===== config.mk =====
export PLATFORM = sky130hd
export DESIGN_NAME = aac_rtp_au_packetizer_unit
export DESIGN_NICKNAME = d
export VERILOG_FILES = /design/src/design/aacrtp_pkg.sv /design/src/design/aacrtp_regs.sv /design/src/design/aacrtp_ctrl.sv /design/src/design/aacrtp_dp.sv /design/src/design/aac_rtp_au_packetizer_unit.sv
export SDC_FILE = /design/constraint.sdc
export NUM_CORES = 1
export LEC_CHECK = 0
export ABC_AREA = 1
export BUFFER_PORTS_ARGS = -buffer_cell sky130_fd_sc_hd__buf_2
export CAP_MARGIN = 15
export CORE_MARGIN = 2
export CORE_UTILIZATION = 55
export CTS_CLUSTER_DIAMETER = 40
export DETAILED_ROUTE_END_ITERATION = 7
export PLACE_DENSITY_LB_ADDON = 0.2
export SYNTH_ARGS = -nofsm -noshare
export SYNTH_HDL_FRONTEND = slang
export SYNTH_HIERARCHICAL = 1
export SYNTH_SLANG_ARGS = --single-unit

===== constraint.sdc =====
create_clock -name clk -period 6.7 [get_ports clk]
set_clock_uncertainty 0.1 [all_clocks]
set_input_delay 0.67 -clock clk [delete_from_list [all_inputs] [get_ports clk]]
set_output_delay 0.67 -clock clk [all_outputs]
set_load 0.03 [all_outputs]

===== src/design/aacrtp_pkg.sv =====
// ----------------------------------------------------------------------------
// aacrtp_pkg
// Shared constants, record codes and control structs of the AAC RTP
// access-unit packetizer.
// ----------------------------------------------------------------------------
package aacrtp_pkg;

  // Buffered frame slots and the widths that follow from them.
  localparam int AU_SLOTS  = 16;
  localparam int SLOT_W    = $clog2(AU_SLOTS);
  localparam int CNT_W     = $clog2(AU_SLOTS + 1);

  localparam int FSIZE_W   = 14;
  localparam int SIZE_W    = 13;
  localparam int TS_W      = 32;
  localparam int PAY_W     = 11;
  localparam int FRAMES_W  = 5;
  localparam int HB_W      = 9;
  localparam int ASZ_W     = 16;
  localparam int OFF_W     = 13;
  localparam int KIND_W    = 2;
  localparam int HDR_W     = 6;
  localparam int ADDR_W    = 4;
  localparam int DATA_W    = 32;

  localparam int ADTS_BYTES     = 7;
  localparam int FRAG_HDR_BYTES = 4;
  localparam int AU_HDR_BITS    = 2 * 8;
  localparam int PAYLOAD_FLOOR  = 260;
  localparam int FRAME_CAP      = 16;
  localparam int LIM_MAX        = (FRAME_CAP < AU_SLOTS) ? FRAME_CAP : AU_SLOTS;
  localparam int SIZE_CAP       = 8191;

  // Reset values of the configuration registers.
  localparam logic [PAY_W-1:0]    RST_MAX_PAYLOAD = PAY_W'(1460);
  localparam logic [FRAMES_W-1:0] RST_MAX_FRAMES  = FRAMES_W'(5);
  localparam logic                RST_STRIP_ADTS  = 1'b1;
  localparam logic [TS_W-1:0]     RST_MAX_DELAY   = '0;

  // Record kinds.
  localparam logic [KIND_W-1:0] KIND_AGG  = 2'd0;
  localparam logic [KIND_W-1:0] KIND_AU   = 2'd1;
  localparam logic [KIND_W-1:0] KIND_FRAG = 2'd2;

  // Register indexes on the configuration port.
  localparam logic [1:0] REG_MAX_PAYLOAD = 2'd0;
  localparam logic [1:0] REG_MAX_FRAMES  = 2'd1;
  localparam logic [1:0] REG_STRIP_ADTS  = 2'd2;
  localparam logic [1:0] REG_MAX_DELAY   = 2'd3;

  typedef struct packed {
    logic [PAY_W-1:0]    max_payload_bytes;
    logic [FRAMES_W-1:0] max_frames;
    logic                strip_adts;
    logic [TS_W-1:0]     max_delay_ticks;
  } cfg_t;

  // Commands from the controller to the datapath.
  typedef struct packed {
    logic take;   // capture the accepted item
    logic hdr;    // load the aggregated packet header record
    logic au;     // load one AU header record
    logic place;  // buffer the frame or set up fragmenting
    logic frag;   // load one fragment record
  } cmd_t;

  // Status from the datapath to the controller.
  typedef struct packed {
    logic flush;
    logic fits;
    logic au_last;
    logic frag_last;
    logic out_free;
  } status_t;

endpackage


===== src/design/aacrtp_regs.sv =====
// ----------------------------------------------------------------------------
// aacrtp_regs
// Configuration register file behind the APB-style port.
// ----------------------------------------------------------------------------
module aacrtp_regs (
  input  logic                          clk,
  input  logic                          rst,
  input  logic                          psel,
  input  logic                          penable,
  input  logic                          pwrite,
  input  logic [aacrtp_pkg::ADDR_W-1:0] paddr,
  input  logic [aacrtp_pkg::DATA_W-1:0] pwdata,
  output logic [aacrtp_pkg::DATA_W-1:0] prdata,
  output logic                          pready,
  output aacrtp_pkg::cfg_t              cfg
);

  logic       wr_en;
  logic [1:0] reg_idx;

  assign pready  = 1'b1;
  assign wr_en   = psel & penable & pwrite & pready;
  assign reg_idx = paddr[3:2];

  always_ff @(posedge clk) begin
    if (rst) begin
      cfg.max_payload_bytes <= aacrtp_pkg::RST_MAX_PAYLOAD;
      cfg.max_frames        <= aacrtp_pkg::RST_MAX_FRAMES;
      cfg.strip_adts        <= aacrtp_pkg::RST_STRIP_ADTS;
      cfg.max_delay_ticks   <= aacrtp_pkg::RST_MAX_DELAY;
    end else if (wr_en) begin
      unique case (reg_idx)
        aacrtp_pkg::REG_MAX_PAYLOAD:
          cfg.max_payload_bytes <= pwdata[aacrtp_pkg::PAY_W-1:0];
        aacrtp_pkg::REG_MAX_FRAMES:
          cfg.max_frames <= pwdata[aacrtp_pkg::FRAMES_W-1:0];
        aacrtp_pkg::REG_STRIP_ADTS:
          cfg.strip_adts <= pwdata[0];
        aacrtp_pkg::REG_MAX_DELAY:
          cfg.max_delay_ticks <= pwdata[aacrtp_pkg::TS_W-1:0];
      endcase
    end
  end

  always_comb begin
    unique case (reg_idx)
      aacrtp_pkg::REG_MAX_PAYLOAD: prdata = aacrtp_pkg::DATA_W'(cfg.max_payload_bytes);
      aacrtp_pkg::REG_MAX_FRAMES:  prdata = aacrtp_pkg::DATA_W'(cfg.max_frames);
      aacrtp_pkg::REG_STRIP_ADTS:  prdata = aacrtp_pkg::DATA_W'(cfg.strip_adts);
      aacrtp_pkg::REG_MAX_DELAY:   prdata = aacrtp_pkg::DATA_W'(cfg.max_delay_ticks);
    endcase
  end

endmodule


===== src/design/aacrtp_ctrl.sv =====
// ----------------------------------------------------------------------------
// aacrtp_ctrl
// Controller state machine: sequences evaluation, flush records, frame
// buffering and fragment records for one item at a time.
// ----------------------------------------------------------------------------
module aacrtp_ctrl (
  input  logic                  clk,
  input  logic                  rst,
  input  logic                  in_valid,
  output logic                  in_stall,
  input  aacrtp_pkg::status_t   st,
  output aacrtp_pkg::cmd_t      cmd
);

  localparam logic [2:0] S_IDLE  = 3'd0;
  localparam logic [2:0] S_EVAL  = 3'd1;
  localparam logic [2:0] S_HDR   = 3'd2;
  localparam logic [2:0] S_AU    = 3'd3;
  localparam logic [2:0] S_PLACE = 3'd4;
  localparam logic [2:0] S_FRAG  = 3'd5;

  logic [2:0] state;
  logic [2:0] state_next;

  always_ff @(posedge clk) begin
    if (rst) begin
      state <= S_IDLE;
    end else begin
      state <= state_next;
    end
  end

  always_comb begin
    cmd        = '0;
    state_next = state;
    in_stall   = 1'b1;
    unique case (state)
      S_IDLE: begin
        in_stall = 1'b0;
        if (in_valid) begin
          cmd.take   = 1'b1;
          state_next = S_EVAL;
        end
      end
      S_EVAL: begin
        state_next = st.flush ? S_HDR : S_PLACE;
      end
      S_HDR: begin
        if (st.out_free) begin
          cmd.hdr    = 1'b1;
          state_next = S_AU;
        end
      end
      S_AU: begin
        if (st.out_free) begin
          cmd.au = 1'b1;
          if (st.au_last) begin
            state_next = S_PLACE;
          end
        end
      end
      S_PLACE: begin
        cmd.place  = 1'b1;
        state_next = st.fits ? S_IDLE : S_FRAG;
      end
      S_FRAG: begin
        if (st.out_free) begin
          cmd.frag = 1'b1;
          if (st.frag_last) begin
            state_next = S_IDLE;
          end
        end
      end
      default: begin
        state_next = S_IDLE;
      end
    endcase
  end

endmodule


===== src/design/aacrtp_dp.sv =====
// ----------------------------------------------------------------------------
// aacrtp_dp
// Datapath: buffered frame state, AU size store, fragment counters and the
// output record register.
// ----------------------------------------------------------------------------
module aacrtp_dp (
  input  logic                               clk,
  input  logic                               rst,
  input  aacrtp_pkg::cfg_t                   cfg,
  input  aacrtp_pkg::cmd_t                   cmd,
  output aacrtp_pkg::status_t                st,
  input  logic [aacrtp_pkg::FSIZE_W-1:0]     frame_size,
  input  logic [aacrtp_pkg::TS_W-1:0]        frame_timestamp,
  output logic                               out_valid,
  input  logic                               out_stall,
  output logic [aacrtp_pkg::KIND_W-1:0]      record_kind,
  output logic [aacrtp_pkg::HB_W-1:0]        au_headers_bits,
  output logic [aacrtp_pkg::ASZ_W-1:0]       au_size_bits,
  output logic [aacrtp_pkg::PAY_W-1:0]       payload_length,
  output logic [aacrtp_pkg::OFF_W-1:0]       fragment_offset,
  output logic                               marker,
  output logic [aacrtp_pkg::TS_W-1:0]        packet_timestamp,
  output logic                               last
);

  // Item being worked on.
  logic [aacrtp_pkg::SIZE_W-1:0] size_q;
  logic [aacrtp_pkg::TS_W-1:0]   ts_q;

  // Packet state.
  logic [aacrtp_pkg::CNT_W-1:0]  frame_count;
  logic [aacrtp_pkg::PAY_W-1:0]  data_bytes;
  logic [aacrtp_pkg::TS_W-1:0]   first_timestamp;
  logic [aacrtp_pkg::SIZE_W-1:0] au_size_store [aacrtp_pkg::AU_SLOTS];

  logic [aacrtp_pkg::SLOT_W-1:0] idx;
  logic [aacrtp_pkg::SIZE_W-1:0] left;
  logic [aacrtp_pkg::OFF_W-1:0]  off;

  // Effective limits derived from the registers.
  logic [aacrtp_pkg::PAY_W-1:0]    pay;
  logic [aacrtp_pkg::FRAMES_W-1:0] lim;
  logic [aacrtp_pkg::HDR_W-1:0]    hdr;
  logic [aacrtp_pkg::PAY_W-1:0]    cap;
  logic [aacrtp_pkg::PAY_W-1:0]    chunk;
  logic [aacrtp_pkg::FSIZE_W-1:0]  stripped;
  logic [aacrtp_pkg::SIZE_W-1:0]   size_in;
  logic [aacrtp_pkg::FSIZE_W-1:0]  need;
  logic [aacrtp_pkg::TS_W-1:0]     age;
  logic [aacrtp_pkg::SIZE_W-1:0]   len;
  logic                            load;

  always_comb begin
    pay = (cfg.max_payload_bytes < aacrtp_pkg::PAY_W'(aacrtp_pkg::PAYLOAD_FLOOR))
          ? aacrtp_pkg::PAY_W'(aacrtp_pkg::PAYLOAD_FLOOR) : cfg.max_payload_bytes;
    if (cfg.max_frames == '0) begin
      lim = aacrtp_pkg::FRAMES_W'(1);
    end else if (cfg.max_frames > aacrtp_pkg::FRAMES_W'(aacrtp_pkg::LIM_MAX)) begin
      lim = aacrtp_pkg::FRAMES_W'(aacrtp_pkg::LIM_MAX);
    end else begin
      lim = cfg.max_frames;
    end
    hdr   = aacrtp_pkg::HDR_W'(2) + {lim, 1'b0};
    cap   = pay - aacrtp_pkg::PAY_W'(hdr);
    chunk = pay - aacrtp_pkg::PAY_W'(aacrtp_pkg::FRAG_HDR_BYTES);

    // A short frame counts as empty when the ADTS header is removed.
    if (!cfg.strip_adts) begin
      stripped = frame_size;
    end else if (frame_size >= aacrtp_pkg::FSIZE_W'(aacrtp_pkg::ADTS_BYTES)) begin
      stripped = frame_size - aacrtp_pkg::FSIZE_W'(aacrtp_pkg::ADTS_BYTES);
    end else begin
      stripped = '0;
    end
    size_in = (stripped > aacrtp_pkg::FSIZE_W'(aacrtp_pkg::SIZE_CAP))
              ? aacrtp_pkg::SIZE_W'(aacrtp_pkg::SIZE_CAP)
              : stripped[aacrtp_pkg::SIZE_W-1:0];

    need = aacrtp_pkg::FSIZE_W'(hdr) + aacrtp_pkg::FSIZE_W'(data_bytes)
           + aacrtp_pkg::FSIZE_W'(size_q);
    age  = ts_q - first_timestamp;
    len  = (left < aacrtp_pkg::SIZE_W'(chunk)) ? left : aacrtp_pkg::SIZE_W'(chunk);

    st.flush     = (frame_count != '0) &&
                   ((frame_count >= lim) ||
                    (need > aacrtp_pkg::FSIZE_W'(pay)) ||
                    (age >= cfg.max_delay_ticks));
    st.fits      = size_q <= aacrtp_pkg::SIZE_W'(cap);
    st.au_last   = (aacrtp_pkg::CNT_W'(idx) + aacrtp_pkg::CNT_W'(1)) == frame_count;
    st.frag_last = left <= aacrtp_pkg::SIZE_W'(chunk);
    st.out_free  = !out_valid || !out_stall;
  end

  assign load = cmd.hdr | cmd.au | cmd.frag;

  // Control state and packet bookkeeping.
  always_ff @(posedge clk) begin
    if (rst) begin
      out_valid       <= 1'b0;
      frame_count     <= '0;
      data_bytes      <= '0;
      first_timestamp <= '0;
    end else begin
      if (load) begin
        out_valid <= 1'b1;
      end else if (!out_stall) begin
        out_valid <= 1'b0;
      end

      if (cmd.au && st.au_last) begin
        frame_count <= '0;
      end

      if (cmd.place) begin
        if (st.fits) begin
          frame_count <= frame_count + aacrtp_pkg::CNT_W'(1);
          if (frame_count == '0) begin
            data_bytes      <= aacrtp_pkg::PAY_W'(size_q);
            first_timestamp <= ts_q;
          end else begin
            data_bytes <= data_bytes + aacrtp_pkg::PAY_W'(size_q);
          end
        end else begin
          // A fragmented frame always starts from an empty packet.
          data_bytes      <= '0;
          first_timestamp <= ts_q;
        end
      end
    end
  end

  // Payload registers.
  always_ff @(posedge clk) begin
    if (cmd.take) begin
      size_q <= size_in;
      ts_q   <= frame_timestamp;
    end

    if (cmd.hdr) begin
      idx <= '0;
    end else if (cmd.au) begin
      idx <= idx + aacrtp_pkg::SLOT_W'(1);
    end

    if (cmd.place) begin
      if (st.fits) begin
        au_size_store[frame_count[aacrtp_pkg::SLOT_W-1:0]] <= size_q;
      end
      left <= size_q;
      off  <= '0;
    end else if (cmd.frag) begin
      left <= left - len;
      off  <= off + aacrtp_pkg::OFF_W'(len);
    end

    if (cmd.hdr) begin
      record_kind      <= aacrtp_pkg::KIND_AGG;
      au_headers_bits  <= aacrtp_pkg::HB_W'({frame_count, 4'b0000});
      au_size_bits     <= '0;
      payload_length   <= aacrtp_pkg::PAY_W'(
                            aacrtp_pkg::HDR_W'(2) + {aacrtp_pkg::HDR_W'(frame_count), 1'b0}
                            + {1'b0, data_bytes});
      fragment_offset  <= '0;
      marker           <= 1'b1;
      packet_timestamp <= first_timestamp;
      last             <= 1'b0;
    end else if (cmd.au) begin
      record_kind      <= aacrtp_pkg::KIND_AU;
      au_headers_bits  <= '0;
      au_size_bits     <= {au_size_store[idx], 3'b000};
      payload_length   <= '0;
      fragment_offset  <= '0;
      marker           <= 1'b0;
      packet_timestamp <= first_timestamp;
      last             <= st.au_last && st.fits;
    end else if (cmd.frag) begin
      record_kind      <= aacrtp_pkg::KIND_FRAG;
      au_headers_bits  <= aacrtp_pkg::HB_W'(aacrtp_pkg::AU_HDR_BITS);
      au_size_bits     <= {size_q, 3'b000};
      payload_length   <= aacrtp_pkg::PAY_W'(len + aacrtp_pkg::SIZE_W'(aacrtp_pkg::FRAG_HDR_BYTES));
      fragment_offset  <= off;
      marker           <= st.frag_last;
      packet_timestamp <= first_timestamp;
      last             <= st.frag_last;
    end
  end

  a_count_range: assert property (@(posedge clk) disable iff (rst)
    frame_count <= aacrtp_pkg::CNT_W'(aacrtp_pkg::AU_SLOTS))
    else $error("frame count beyond the AU slots");

  a_flush_clears: assert property (@(posedge clk) disable iff (rst)
    (cmd.au && st.au_last) |=> (frame_count == '0))
    else $error("flush did not clear the frame count");

  a_frag_empty: assert property (@(posedge clk) disable iff (rst)
    (cmd.place && !st.fits) |-> (frame_count == '0))
    else $error("fragmenting with frames still buffered");

  a_frag_left: assert property (@(posedge clk) disable iff (rst)
    (cmd.frag && !st.frag_last) |=> (left != '0))
    else $error("fragment data ran out before the last fragment");

endmodule


===== src/design/aac_rtp_au_packetizer_unit.sv =====
// ----------------------------------------------------------------------------
// aac_rtp_au_packetizer_unit
// AAC access-unit packetizer for RTP: buffers frame descriptors and emits
// packet header, AU header and fragment records.
// ----------------------------------------------------------------------------
// Order: an item that flushes a packet goes from evaluation to the header state,
//   one that starts with a fragment through evaluation and placement to the
//   fragment state; a record load waits while the output register is stalled.
// Items: a flush loads a packet header and one AU header record per frame; a new
//   item is taken only in idle, and each record uses the single output register.
// Reset: synchronous rst clears the controller, the output valid flag, the
//   packet state and loads the register reset values; the AU store needs none.
module aac_rtp_au_packetizer_unit (
  input  logic                               clk,
  input  logic                               rst,
  input  logic                               psel,
  input  logic                               penable,
  input  logic                               pwrite,
  input  logic [aacrtp_pkg::ADDR_W-1:0]      paddr,
  input  logic [aacrtp_pkg::DATA_W-1:0]      pwdata,
  output logic [aacrtp_pkg::DATA_W-1:0]      prdata,
  output logic                               pready,
  input  logic                               in_valid,
  output logic                               in_stall,
  input  logic [aacrtp_pkg::FSIZE_W-1:0]     frame_size,
  input  logic [aacrtp_pkg::TS_W-1:0]        frame_timestamp,
  output logic                               out_valid,
  input  logic                               out_stall,
  output logic [aacrtp_pkg::KIND_W-1:0]      record_kind,
  output logic [aacrtp_pkg::HB_W-1:0]        au_headers_bits,
  output logic [aacrtp_pkg::ASZ_W-1:0]       au_size_bits,
  output logic [aacrtp_pkg::PAY_W-1:0]       payload_length,
  output logic [aacrtp_pkg::OFF_W-1:0]       fragment_offset,
  output logic                               marker,
  output logic [aacrtp_pkg::TS_W-1:0]        packet_timestamp,
  output logic                               last
);

  aacrtp_pkg::cfg_t    cfg;
  aacrtp_pkg::cmd_t    cmd;
  aacrtp_pkg::status_t st;

  aacrtp_regs u_regs (
    .clk     (clk),
    .rst     (rst),
    .psel    (psel),
    .penable (penable),
    .pwrite  (pwrite),
    .paddr   (paddr),
    .pwdata  (pwdata),
    .prdata  (prdata),
    .pready  (pready),
    .cfg     (cfg)
  );

  aacrtp_ctrl u_ctrl (
    .clk      (clk),
    .rst      (rst),
    .in_valid (in_valid),
    .in_stall (in_stall),
    .st       (st),
    .cmd      (cmd)
  );

  aacrtp_dp u_dp (
    .clk              (clk),
    .rst              (rst),
    .cfg              (cfg),
    .cmd              (cmd),
    .st               (st),
    .frame_size       (frame_size),
    .frame_timestamp  (frame_timestamp),
    .out_valid        (out_valid),
    .out_stall        (out_stall),
    .record_kind      (record_kind),
    .au_headers_bits  (au_headers_bits),
    .au_size_bits     (au_size_bits),
    .payload_length   (payload_length),
    .fragment_offset  (fragment_offset),
    .marker           (marker),
    .packet_timestamp (packet_timestamp),
    .last             (last)
  );

endmodule

# Word level (Yosys, flattened, before mapping)
# Memory sizes are Yosys's and may differ from the RTL's. A register that Yosys moved wholly into a read port is not among the register bits.
# Index checks and enable logic that the tools add are counted.
[totals]
ram_bits = 208
latch_bits = 0
rom_bits = 0
ff_bits = 254
input_bits = 89
memories = 1
out_inout_bits = 120
[mem_list]
columns = ["memory", "words", "width", "read_ports", "rd_clocked_by_memory_dff", "write_ports", "line_no", "rtl"]
rows = [
  ["u_dp.au_size_store", 16, 13, 1, 1, 1, "aacrtp_dp.sv:34", "logic [aacrtp_pkg::SIZE_W-1:0] au_size_store [aacrtp_pkg::AU_SLOTS];"],
]
[op_classes]
n_shift = 0
n_reduce_logical = 23
order_cmp = 10
div_mod_pow = 0
eq_ne = 17
n_addsub = 16
muxes = 56
bitwise_logic = 4
n_mul = 0
[ops]
columns = ["op", "n"]
rows = [
  ["32-bit two-way mux", 5],
  ["32-bit case mux with 4 select lines", 1],
  ["11-bit two-way mux", 6],
  ["13-bit two-way mux", 3],
  ["32-bit >= comparator", 1],
  ["16-bit two-way mux", 2],
  ["32-bit subtractor", 1],
  ["14-bit two-way mux", 2],
  ["9-bit two-way mux", 3],
  ["13-bit by 11-bit less-or-equal comparator with 1-bit output", 2],
  ["5-bit two-way mux", 5],
  ["3-bit two-way mux", 8],
  ["11-bit adder", 2],
  ["1-bit two-way mux", 18],
  ["3-bit case mux with 6 select lines", 1],
  ["14-bit by 13-bit adder with 14-bit output", 1],
  ["14-bit by 3-bit >= comparator with 1-bit output, second input constant", 1],
  ["14-bit by 11-bit > comparator with 1-bit output", 1],
  ["14-bit by 13-bit > comparator with 1-bit output, second input constant", 1],
  ["14-bit by 3-bit subtractor with 14-bit output, second input constant", 1],
  ["13-bit adder", 1],
  ["13-bit by 11-bit less-than comparator with 1-bit output", 1],
  ["13-bit subtractor", 1],
  ["6-bit by 11-bit adder with 12-bit output", 1],
  ["other kinds (34)", 57],
]

# Logic depth before layout (Yosys ltp)
[depth]
ltp_word = 12
ltp_mapped = 37
depth_no_buf = 36

# Modules after synthesis
# Netlist, hierarchy kept.
[modules_own_cells]
columns = ["module", "area_per_inst_um2", "n_inst", "cells_each"]
rows = [
  ["aacrtp_dp", 22367.7, 1, 2382],
  ["aacrtp_regs", 2388.5, 1, 379],
  ["aacrtp_ctrl", 275.3, 1, 48],
]

# Worst setup path before layout
# No wires, ideal clock.
[synth_path]
kind = "reg2reg"
startpoint = "register, netlist name u_regs/cfg[42]"
endpoint = "memory u_dp/au_size_store[11][0] in the netlist's numbering, enable pin"
t_required_ps = 6200
stages_incl_launch_ff = 22
setup_time_ps = 400
n_path_buf = 2
setup_slack_ps = 1952
period_less_slack_ps = 4748
t_arrival_ps = 4249
path_cell_list = "dfxtp_1 nor2_1 nand2_1 nand2_2 nand3_2 buf_6 nand2_1 ha_1 fa_1 o31ai_1 a211oi_1 nand2_1 xor2_1 ha_1 and3_1 nand2_1 o21bai_1 nand2_1 nand2_1 nand2_1 clkbuf_1 nor3_1"
[synth_lines]
columns = ["element", "line_no"]
rows = [
  ["to (decl)", "aacrtp_dp.sv:34"],
]

==> metrics.txt <==
gr busiest metal met2; starting density of the core between 50% and 60%; worst slew pin tran between 1 and 1.5 ns; Non-Filler Instances 3665; final setup vio count 0; Post-synth EDFFs 314; clock-pin transition on the worst setup and hold timing paths ~0.060 ns; Tmin final a little over 6 ns; CTS tree built; post-route cell area 0.0287 mm^2; number of DRC markers in iteration 0 2150; CTS buffer count 60; GR Util All Layers 28.8%; pwr dens around 370 mW/mm^2; Clk Latency, worst-skew pair 0.63 ns; CTS Hold Bufs 0; RR Startpoint u_regs/cfg[48]$_SDFFE_PP1P_; GP Congestion 0.941; first-pass GRT wire length between 100 and 150 mm; drt drc 0; Root Buffer Master clkbuf_16; Core Area 0.0452 mm^2; fin nets between 3000 and 4000; die area 0.0472 mm^2; number of routed nets with antenna violations 0; row cnt just under 80; Worst EP required 6.93 ns; ys flop type edfxtp_1; clock tree buffer depth 3; Cell Area, Placed 0.0267 mm^2; Hold Path Class in2reg; CTS sink cnt 466; final WL just under 70 mm; FF-to-FF setup slack 0.60 ns; Worst Setup Start Kind flop; count of cell types in the netlist 55; Critical path destination u_dp/au_size_store[4][2]$_DFFE_PP_; CP endpoint kind flop; static leakage 12.0 nW; H-Tree Depth 2; wire length per cell 18.6 um; ranking of synthesized cells by area edfxtp_1 38%, dfxtp_1 12%, ha_1 8.5%; worst reg-to-reg path cell count 23; unrepaired setup endpoints after global routing false; post-DP HPWL 47.8 mm; largest net degree at the start of global routing 90; postcts setup bufs 0; routed vias/inst between 5 and 6; crit share post-route 91.1%; reg2reg end u_dp/au_size_store[4][2]$_DFFE_PP_; share of cells above drive strength 1 13.6%; global route total overflow 0; ys async rst share 0%; Cell Area, Synth 0.0250 mm^2; Max-cap violations 0; Warnings, synthesis 6; final slew viol count 0; post-synthesis register bit count around 470; Fin. Hold Viols 0; port bufs 198; Cells after Synth 2809; PostCTS Resize Cnt 0; M2 GR Usage 44.8%; cell taking the most area after synthesis edfxtp_1; syn avg cell area 8.91 um^2; die height roughly 220 um; Synth top area share 37.7%; slew margin rel. 23.8%; initial antenna violation count 4; via count 20848; CP Class reg2reg; Achievable Freq between 150 and 200 MHz; die width 217 um; setup TNS 0 ns; met1 Track Usage GR 41.6%; met3 Use GR 4.82%; Top-Level Pins roughly 210; status finished clean; peak supply drop 0.274 mV; Area growth syn-to-layout 14.7%; Critical Path Source u_regs/cfg[48]$_SDFFE_PP1P_; number of global-route vias before repair 19502; Initial DRT Pass Iterations 6; DP Cell Count 3550; maximum fanout along the worst path 15; sequential fraction of the synthesis area 49.8%; crit path DAT about 6.3 ns
## power by group
part | switching [mW] | internal (mW)
Sequential | 0.239 | 3.52
Combinational | 2.42 | 1.25
Clock | 1.28 | 1.90
## worst min path at each step
stage	from	to	slack (ns)	depth (start not counted)
6_report	frame_timestamp[14]	u_dp/ts_q[14]$_DFFE_PP_	0.12	1
2_1_floorplan	u_dp/first_timestamp[10]$_SDFFE_PP0P_	u_dp/packet_timestamp[10]$_DFFE_PP_	0.31	0
3_3_place_gp	u_dp/first_timestamp[10]$_SDFFE_PP0P_	u_dp/packet_timestamp[10]$_DFFE_PP_	0.32	0
5_1_grt	frame_timestamp[18]	u_dp/ts_q[18]$_DFFE_PP_	0.10	1
3_5_place_dp	u_dp/first_timestamp[8]$_SDFFE_PP0P_	u_dp/packet_timestamp[8]$_DFFE_PP_	0.32	0
4_1_cts	frame_timestamp[10]	u_dp/ts_q[10]$_DFFE_PP_	0.09	1
## per-stage QoR
step                utilization (%)  hold slack (ns)  setup WS, ns  total power, mW
floorplan                         -            0.308          1.95             6.38
global placement               59.0            0.316         0.958             7.29
detailed placement             59.0            0.317         0.732             7.41
CTS                            63.5           0.0920         0.670             10.6
global route                   63.5            0.100        0.0733             11.3
finish                         63.5            0.117         0.600             10.6
## worst max-delay path: stages (launching register included)
cell and delay, ns:
dfxtp_1 0.42, inv_1 0.14, nand2_1 0.07, nor2_1 0.12, nand2_2 0.09, nand3_2 0.24
nand2_1 0.23, ha_1 0.30, fa_1 0.43, o31ai_1 0.41, a211oi_1 0.18, nand2_1 0.10
xor2_1 0.15, ha_1 0.24, and3_1 0.21, nand2_1 0.06, o21bai_1 0.09, nand2_1 0.06
nand2_1 0.22, nand2_1 0.38, inv_1 0.49, nand2_1 0.23, nor2_1 0.49, buf_4 0.31
## synthesized netlist by cell type (all sizes together) (27+ instances only)
cell,number
dfxtp,152
a21oi,203
nor2,376
o22ai,74
nand3,154
ha,170
inv,320
nor3,27
buf,44
clkbuf,63
o21ai,268
xor2,45
nand2,435
edfxtp,314
## final cells by class
cell class	count	area (um^2)
Tap cell	600	751
Multi-Input combinational cell	1922	10900
Antenna cell	1	2.50
Clock buffer	77	1670
Clock inverter	36	345
Timing Repair Buffer	242	1340
Inverter	321	1210
Sequential cell	466	12500
Fill cell	3722	16500
## layout by cell type, fill, tap and decap left out, types with 12 or more instances in the layout
cell and instances:
edfxtp_1 314, o22ai_1 74, nand2_1 419, a21oi_1 202, nand2_2 12, xor2_1 45
or2_2 14, buf_4 43, nor3_1 21, dfxtp_1 151, fa_1 15, o21ai_0 254
nand3_1 147, ha_1 170, inv_1 309, a31oi_1 19, xnor2_1 20, nand4_1 14
buf_2 198, clkbuf_16 64, nor2_1 363
## cells by family after synthesis
group | synth area share (%)
AND/OR/NAND/NOR | 17.6
AO/OA/AOI/OAI | 13.8
flip-flops | 49.8
buffers and inverters | 6.83
adder cells (fa/ha/maj) | 9.70
XOR/XNOR | 2.27
other | 0.0300
## metal layers
layer | up-vias | share of wire [%]
li1 | 10005 | -
met1 | 9769 | 43
met2 | 952 | 45
met3 | 116 | 9.6
met4 | 6 | 2.4
met5 | - | 0.057
## state kept, by name (all words and copies together) (netlist names), 13 cells and up, named ones only
signal,cells
u_dp/au_size_store,208
u_regs/cfg,49
u_dp/first_timestamp,32
u_dp/packet_timestamp,32
u_dp/ts_q,32
u_dp/au_size_bits,13
u_dp/fragment_offset,13
u_dp/left,13
u_dp/off,13
u_dp/size_q,13
(Power assumes the default switching activity.)
